===== src/sha256_message_hash_unit_defines.svh =====
// Assertion macros shared by the hash unit and its round core.
// Both expect the clock aclk and the active-low synchronous reset aresetn.
`ifndef SHA256_MESSAGE_HASH_UNIT_DEFINES_SVH
`define SHA256_MESSAGE_HASH_UNIT_DEFINES_SVH

// The condition holding at an edge implies the property at the same edge.
`define SHAMH_ASSERT_IMP(lbl, cond, prop, msg) \
    lbl: assert property (@(posedge aclk) disable iff (!aresetn) (cond) |-> (prop)) \
        else $error(msg);

// The condition holding at an edge implies the property at the next edge.
`define SHAMH_ASSERT_NXT(lbl, cond, prop, msg) \
    lbl: assert property (@(posedge aclk) disable iff (!aresetn) (cond) |=> (prop)) \
        else $error(msg);

`endif


===== src/shamh_pkg.sv =====
package shamh_pkg;

    localparam int BLOCK_WORDS = 16;
    localparam int CHAIN_WORDS = 8;
    localparam int ROUNDS      = 64;

    localparam logic [2:0] WORD_BYTES  = 3'd4;
    localparam logic [7:0] PAD_MARK    = 8'h80;
    localparam logic [5:0] LEN_LIMIT   = 6'd56;
    localparam int         LEN_HI_WORD = 14;
    localparam int         LEN_LO_WORD = 15;

    typedef logic [BLOCK_WORDS-1:0][31:0] block_t;
    typedef logic [CHAIN_WORDS-1:0][31:0] chain_t;

    // Index 0 holds the first chaining word.
    localparam chain_t IV_WORDS = {
        32'h5be0cd19, 32'h1f83d9ab, 32'h9b05688c, 32'h510e527f,
        32'ha54ff53a, 32'h3c6ef372, 32'hbb67ae85, 32'h6a09e667
    };

    localparam logic [31:0] ROUND_K [ROUNDS] = '{
        32'h428a2f98, 32'h71374491, 32'hb5c0fbcf, 32'he9b5dba5,
        32'h3956c25b, 32'h59f111f1, 32'h923f82a4, 32'hab1c5ed5,
        32'hd807aa98, 32'h12835b01, 32'h243185be, 32'h550c7dc3,
        32'h72be5d74, 32'h80deb1fe, 32'h9bdc06a7, 32'hc19bf174,
        32'he49b69c1, 32'hefbe4786, 32'h0fc19dc6, 32'h240ca1cc,
        32'h2de92c6f, 32'h4a7484aa, 32'h5cb0a9dc, 32'h76f988da,
        32'h983e5152, 32'ha831c66d, 32'hb00327c8, 32'hbf597fc7,
        32'hc6e00bf3, 32'hd5a79147, 32'h06ca6351, 32'h14292967,
        32'h27b70a85, 32'h2e1b2138, 32'h4d2c6dfc, 32'h53380d13,
        32'h650a7354, 32'h766a0abb, 32'h81c2c92e, 32'h92722c85,
        32'ha2bfe8a1, 32'ha81a664b, 32'hc24b8b70, 32'hc76c51a3,
        32'hd192e819, 32'hd6990624, 32'hf40e3585, 32'h106aa070,
        32'h19a4c116, 32'h1e376c08, 32'h2748774c, 32'h34b0bcb5,
        32'h391c0cb3, 32'h4ed8aa4a, 32'h5b9cca4f, 32'h682e6ff3,
        32'h748f82ee, 32'h78a5636f, 32'h84c87814, 32'h8cc70208,
        32'h90befffa, 32'ha4506ceb, 32'hbef9a3f7, 32'hc67178f2
    };

    typedef struct packed {
        logic [31:0] data_word;
        logic [2:0]  byte_count;
        logic        last_word;
    } in_item_t;

    typedef struct packed {
        logic [63:0] digest_part;
        logic [1:0]  part_index;
        logic        last_part;
    } out_item_t;

    typedef struct packed {
        logic start;
        logic init;
    } core_ctrl_t;

    typedef struct packed {
        logic busy;
        logic done;
    } core_stat_t;

    typedef enum logic [2:0] {
        S_IDLE,
        S_ABSORB,
        S_PAD,
        S_LENGTH,
        S_START,
        S_WAIT,
        S_OUTPUT
    } hash_state_t;

endpackage


===== src/shamh_round_core.sv =====
`include "sha256_message_hash_unit_defines.svh"

module shamh_round_core import shamh_pkg::*; (
    input  logic       aclk,
    input  logic       aresetn,
    input  core_ctrl_t ctrl,
    input  block_t     block_in,
    output core_stat_t stat,
    output chain_t     chain
);

    chain_t      chain_reg;
    chain_t      work_reg;
    block_t      sched_reg;
    logic [5:0]  round_reg;
    logic        busy_reg;
    logic        fin_reg;

    logic [31:0] t1;
    logic [31:0] t2;
    logic [31:0] w_new;
    logic [31:0] big0;
    logic [31:0] big1;
    logic [31:0] sml0;
    logic [31:0] sml1;
    logic [31:0] choose;
    logic [31:0] major;

    // Working words: index 0 is a, index 7 is h.
    always_comb begin
        big0   = {work_reg[0][1:0],   work_reg[0][31:2]}
               ^ {work_reg[0][12:0],  work_reg[0][31:13]}
               ^ {work_reg[0][21:0],  work_reg[0][31:22]};
        big1   = {work_reg[4][5:0],   work_reg[4][31:6]}
               ^ {work_reg[4][10:0],  work_reg[4][31:11]}
               ^ {work_reg[4][24:0],  work_reg[4][31:25]};
        choose = (work_reg[4] & work_reg[5]) ^ (~work_reg[4] & work_reg[6]);
        major  = (work_reg[0] & work_reg[1]) ^ (work_reg[0] & work_reg[2])
               ^ (work_reg[1] & work_reg[2]);
        t1     = work_reg[7] + big1 + choose + ROUND_K[round_reg] + sched_reg[0];
        t2     = big0 + major;
        sml0   = {sched_reg[1][6:0],   sched_reg[1][31:7]}
               ^ {sched_reg[1][17:0],  sched_reg[1][31:18]}
               ^ (sched_reg[1] >> 3);
        sml1   = {sched_reg[14][16:0], sched_reg[14][31:17]}
               ^ {sched_reg[14][18:0], sched_reg[14][31:19]}
               ^ (sched_reg[14] >> 10);
        w_new  = sml1 + sched_reg[9] + sml0 + sched_reg[0];
    end

    always_ff @(posedge aclk) begin
        if (!aresetn) begin
            chain_reg <= IV_WORDS;
            round_reg <= '0;
            busy_reg  <= 1'b0;
            fin_reg   <= 1'b0;
        end else begin
            fin_reg <= busy_reg && (round_reg == 6'(ROUNDS - 1));
            if (ctrl.init) begin
                chain_reg <= IV_WORDS;
            end else if (fin_reg) begin
                for (int i = 0; i < CHAIN_WORDS; i++) begin
                    chain_reg[i] <= chain_reg[i] + work_reg[i];
                end
            end
            if (ctrl.start) begin
                busy_reg  <= 1'b1;
                round_reg <= '0;
            end else if (busy_reg) begin
                round_reg <= round_reg + 6'd1;
                if (round_reg == 6'(ROUNDS - 1)) begin
                    busy_reg <= 1'b0;
                end
            end
        end
    end

    always_ff @(posedge aclk) begin
        if (ctrl.start) begin
            work_reg  <= chain_reg;
            sched_reg <= block_in;
        end else if (busy_reg) begin
            work_reg[7] <= work_reg[6];
            work_reg[6] <= work_reg[5];
            work_reg[5] <= work_reg[4];
            work_reg[4] <= work_reg[3] + t1;
            work_reg[3] <= work_reg[2];
            work_reg[2] <= work_reg[1];
            work_reg[1] <= work_reg[0];
            work_reg[0] <= t1 + t2;
            for (int i = 0; i < BLOCK_WORDS - 1; i++) begin
                sched_reg[i] <= sched_reg[i+1];
            end
            sched_reg[BLOCK_WORDS-1] <= w_new;
        end
    end

    assign stat.busy = busy_reg;
    assign stat.done = fin_reg;
    assign chain     = chain_reg;

    `SHAMH_ASSERT_NXT(a_start_loads, ctrl.start, busy_reg && (round_reg == '0), "start did not begin round zero")
    `SHAMH_ASSERT_NXT(a_fin_follows, busy_reg && (round_reg == 6'(ROUNDS - 1)), fin_reg && !busy_reg, "final add did not follow the last round")
    `SHAMH_ASSERT_IMP(a_fin_alone, fin_reg, !busy_reg && !ctrl.start, "final add overlaps a compression")

endmodule


===== config.mk =====
export PLATFORM = sky130hd
export DESIGN_NAME = shamh_round_core
export DESIGN_NICKNAME = d
export VERILOG_FILES = /design/src/shamh_pkg.sv /design/src/shamh_round_core.sv
export VERILOG_INCLUDE_DIRS = /design/src /design/src/src
export SDC_FILE = /design/constraint.sdc
export NUM_CORES = 2
export LEC_CHECK = 0
export BUFFER_PORTS_ARGS = -buffer_cell sky130_fd_sc_hd__buf_2
export CORE_AREA = 2 2 338 423
export DETAILED_ROUTE_END_ITERATION = 10
export DIE_AREA = 0 0 340 425
export GPL_ROUTABILITY_DRIVEN = 1
export PLACE_DENSITY = 0.68
export RECOVER_POWER = 25
export SLEW_MARGIN = 20
export SYNTH_ARGS = -nofsm -noshare
export SYNTH_HDL_FRONTEND = slang
export SYNTH_SLANG_ARGS = --single-unit

===== constraint.sdc =====
create_clock -name aclk -period 14.71 [get_ports aclk]
set_input_delay 2.2065 -clock aclk [delete_from_list [all_inputs] [get_ports aclk]]
set_output_delay 2.2065 -clock aclk [all_outputs]
set_load 0.01 [all_outputs]

== Yosys cells after proc, flatten, opt, wreduce, memory -nomap -nowiden ==
Memory sizes are Yosys's and may differ from the RTL's.
Index checks and enable logic that the tools add are counted.
Word-level totals
  bits in registers: 1032
  latch bits: 0
  bits in writable memories: 0
  ROM bits: 2048
  input bits: 516
  output and inout port bits: 258
  word-level logic and storage cells: 89
  memories kept: 1
Operators by class
  add/sub/neg operators: 19
  multiply operators: 0
  divide/modulo/power cells: 0
  $lt $le $gt $ge: 1
  equality and inequality tests: 1
  shift operators: 0
  multiplexer cells: 9
  bitwise gates (word level): 19
  reduce and logical (&&, ||, !) cells: 4
Memories
  (no name shown): words 64, width 32, rd ports 1, clocked after memory_dff 0, write ports 0, line shamh_round_core.sv:40  | t1 = work_reg[7] + big1 + choose + ROUND_K[round_reg] + sched_reg[0];
Operator list (count)
  512-bit 2-to-1 mux: 2
  32-bit adder: 18
  256-bit 2-to-1 mux: 2
  32-bit bitwise XOR: 9
  32-bit AND: 5
  32-bit 2-to-1 mux: 2
  32-bit NOT: 1
  32-bit by 22-bit bitwise XOR with 32-bit output: 1
  32-bit by 29-bit bitwise XOR with 32-bit output: 1
  7-bit greater-or-equal comparator (second input constant): 1
  6-bit NOT with 7-bit output: 1
  6-bit by 1-bit adder with 6-bit output (second input constant): 1
  6-bit equality test (second input constant): 1
  2-bit OR reduction: 2
  1-bit 2-to-1 mux: 3
  2-bit nonzero test: 1
  1-bit logical AND: 1
  1-bit NOT: 1

== Depth between registers and ports, before layout ==
  depth after elaboration: 9
  depth in mapped cells: 38
  depth with buffers taken out: 36

== Worst setup path after synthesis ==
Ideal clock, no wire load.
  kind: in2reg
  start: in ctrl[1] in the netlist's numbering
  end: reg sched_reg[0] in the netlist's numbering (enable)
  library setup time: 0.823 ns
  arrival: 12.171 ns
  data required time: 13.887 ns
  path slack: 1.717 ns
  stages on the path: 4
  buffers on the path: 3
  cell sequence: clkbuf_1 > clkbuf_1 > buf_1 > or2_2
On the way
  word-level cells in the longest chain between the ends: 1
RTL lines
  start: declaration: line shamh_round_core.sv:6  | input core_ctrl_t ctrl,
  2-bit nonzero test (no line)
  end signal: assignment: line shamh_round_core.sv:81  | sched_reg <= block_in;
  end signal: indexed assignment: line shamh_round_core.sv:92  | sched_reg[i] <= sched_reg[i+1];
  end signal: indexed assignment: line shamh_round_core.sv:94  | sched_reg[BLOCK_WORDS-1] <= w_new;
  end: declaration: line shamh_round_core.sv:14  | block_t sched_reg;
Every way passes these cells.
A chain may end at the register's enable or synchronous reset.

== Worst setup path in the final report ==
  start: reg round_reg[4]
  end: reg work_reg[31] in the netlist's numbering, data pin
On the way
  word-level cells in the longest chain between the ends: 9
RTL lines
  start: declaration: line shamh_round_core.sv:15  | logic [5:0] round_reg;
  start signal: assignment: line shamh_round_core.sv:70  | round_reg <= round_reg + 6'd1;
  6-bit NOT with 7-bit output (not written as such): line shamh_round_core.sv:40
  memory read 64 x 32 bit
  32-bit 2-to-1 mux (not written as such) (2 in a row): line shamh_round_core.sv:40
  32-bit adder (2 in a row): line shamh_round_core.sv:40
  32-bit adder: line shamh_round_core.sv:90  | work_reg[0] <= t1 + t2;
  256-bit 2-to-1 mux: line shamh_round_core.sv:82  | end else if (busy_reg) begin
  256-bit 2-to-1 mux: line shamh_round_core.sv:79  | if (ctrl.start) begin
  end signal: assignment: line shamh_round_core.sv:80  | work_reg <= chain_reg;
  end: declaration: line shamh_round_core.sv:13  | chain_t work_reg;
Every way passes these cells. The select of a mux whose other input is x is not followed.

==> run metrics <==
Synth Register Bits 1032; kind of critical path reg -> reg; layout net count about 8400; Fmax achieved 92.0 MHz; setup violators final 0; deepest clock path buffer count 3; initial core utilization 49.7%; GPL Wtd Cong 1.08; average wire per cell in the routed design 29.4 microns; worst-path fanout max between 60 and 70; Worst setup SP type flip-flop; Max Clock Skew 0.0842 ns; Post-synth ARST share 0%; Yosys warnings 0; critical path required time ~15 ns; die width about 340 microns; RSZ-0062 raised after global routing false; largest net degree at the start of global routing around 200; Slew @ Worst Pin between 4 and 5 ns; Max-Cap Viols 12; GRT Overall Usage approximately 37%; Filler Cell Count 12300; Synth top area share 33.0%; clk sinks slightly above 1000; initial antenna violation count 51; failing checks capacitance limit, slew limit; vias in the first global route 53400; Net Count, Synth around 7700; clk slew on worst S/H paths 0.07 ns; count of cell types in the netlist between 100 and 150; global route overflow 0; root buf cell clkbuf_16; Antenna Violating Nets Remaining 0; Final Core Density 56.3%; Post-CTS Hold Fix Bufs 0; H-tree levels 3; status complete, but fails checks; Hold Vio Cnt, Final 0; Avg Cell Area, Syn 10.5 sq um; EDFF count, synth ~770; sequential cell area fraction in the yosys report a little over 40%; WL final 272000 microns; vias post-DR 56100; slowest CP cell clkbuf_1; Pre-antenna DRT Iters 6; area grow syn2layout 13.2%; post-CTS resize count 0; top area cells in the synthesized netlist edfxtp_1 33%, mux2_2 11%, dfxtp_1 7.6%; ratio of cells with drive above 1 in the final layout between 20% and 30%; die area 145000 sq um; final setup TNS 0 ns; initial drt markers 6143; Largest register FFs ~500; Synth Cell Area 69900 sq um; period utilization 73.9%; CP Capture Type flip-flop; Die Y approximately 430 microns; total core area 140000 sq um; Inserted Clock Buffers 108; I/O Pins 774; largest stage delay on the critical path 2.41 ns; Final HPWL DP 215000 microns; Syn Inst Count 6628; largest area contributor in the netlist edfxtp_1; Primary FF master, synth edfxtp_1; post-route DRC violation count 0; postcts setup bufs 0; min cycle time layout 10.87 ns; CTS tree done; I/O Buffers slightly below 800; max-slew violations 566; Clock Latency Late Sink 0.80 ns; crit path DAT 11.39 ns; max_slew headroom -202%; Vias/cell between 6 and 7; num rows 154; first-pass GRT wire length around 380000 microns; Hold WC Path Type reg -> reg
==> cells by family after synthesis <==
| family | count (synthesis) | synth area share, % |
|---|---|---|
| AND/OR/NAND/NOR | 1303 | 8.40 |
| buffers and inverters | 799 | 4.31 |
| multiplexers | 780 | 12.5 |
| XOR/XNOR | 533 | 6.70 |
| flip-flops | 1032 | 40.6 |
| AO/OA/AOI/OAI | 1582 | 14.7 |
| adder cells (fa/ha/maj) | 599 | 12.8 |
==> worst max-delay path: cells and delay by family, from the launching register on <==
kind / cells / cell delay [ns]
AO/OA/AOI/OAI: 13 / 3.10
buffers and inverters: 5 / 2.96
adder cells (fa/ha/maj): 5 / 2.11
AND/OR/NAND/NOR: 5 / 1.38
XOR/XNOR: 2 / 0.32
flip-flops: 1 / 0.31
multiplexers: 1 / 0.28
==> cells in the final DEF (no fill, tap or decap), drive strengths merged, types with 91 or more instances in the layout <==
cell type,instances
edfxtp,768
mux2,682
buf,654
inv,492
nand2,475
o21ai,467
ha,399
nor2,396
a21oi,373
clkbuf,324
xnor2,319
dfxtp,264
xor2,213
fa,196
a21o,171
mux2i,91
==> cell usage after synthesis (13+ instances only) <==
library cell and n:
a21oi_1 370, inv_1 483, mux2i_1 91, o21ai_0 438, nand2_1 475, a211oi_1 71
nor3_1 79, or3_1 30, and3_1 35, o311ai_0 20, edfxtp_1 768, a211o_1 22
a31oi_1 45, o21a_1 75, dfxtp_1 264, a21boi_0 14, nor2b_1 46, o31ai_1 36
xor2_1 213, a311oi_1 14, and2_1 14, fa_1 196, o22ai_1 21, mux2_2 679
buf_1 34, xnor2_1 319, ha_1 399, o211ai_1 43, clkbuf_1 274, a21o_1 170
nand2b_1 60, o31a_1 13, nor2_1 396, nand4_1 23, nand3_1 81, o21bai_1 53
o21ai_1 28
==> path summary, 6_finish.rpt <==
path | slack (ns) | depth (start not counted) | endpoint | start
setup / recovery | 3.84 | 31 | work_reg[31] | round_reg[4]
hold / removal | 0.51 | 2 | chain[182] | chain[182]
setup reg to reg | 3.84 | 31 | work_reg[31] | round_reg[4]
hold reg to reg | 0.51 | 2 | chain[182] | chain[182]
==> final cells by class <==
type                    count  area [sq um]  area share, %
clock inverters            68           876           1.11
flip-flops and latches   1032         28400           35.9
well taps                1872          2340           2.96
inverters                 488          1840           2.32
multi-input cells        4797         38500           48.7
diodes                     26          65.1         0.0823
clock buffers             138          2950           3.73
repair buffers            840          4150           5.24
==> metrics by stage <==
stage | hold WS (ns) | worst slack (ns) | cells | instance area [sq um]
3_5_place_dp | 0.498 | 5.46 | 9029 | 75500
5_1_grt | 0.540 | 3.28 | 9249 | 79000
4_1_cts | 0.508 | 5.38 | 9235 | 79300
3_3_place_gp | 0.490 | 5.57 | 9029 | 75500
6_report | 0.510 | 3.84 | 9261 | 79100
2_1_floorplan | 0.495 | 1.72 | 6628 | 69900
==> metal layers <==
metal / vias to the layer above / wire length, microns / GRT usage (%)
li1: 25200 / - / -
met1: 27600 / 105000 / 46.1
met2: 2700 / 125000 / 58.1
met3: 580 / 25700 / 8.78
met4: 10 / 16900 / 19.3
met5: - / 67 / 0
Power is left out: the tool's default activity adds up to more than one toggle a clock period on the data nets, which glitch-free logic cannot reach.
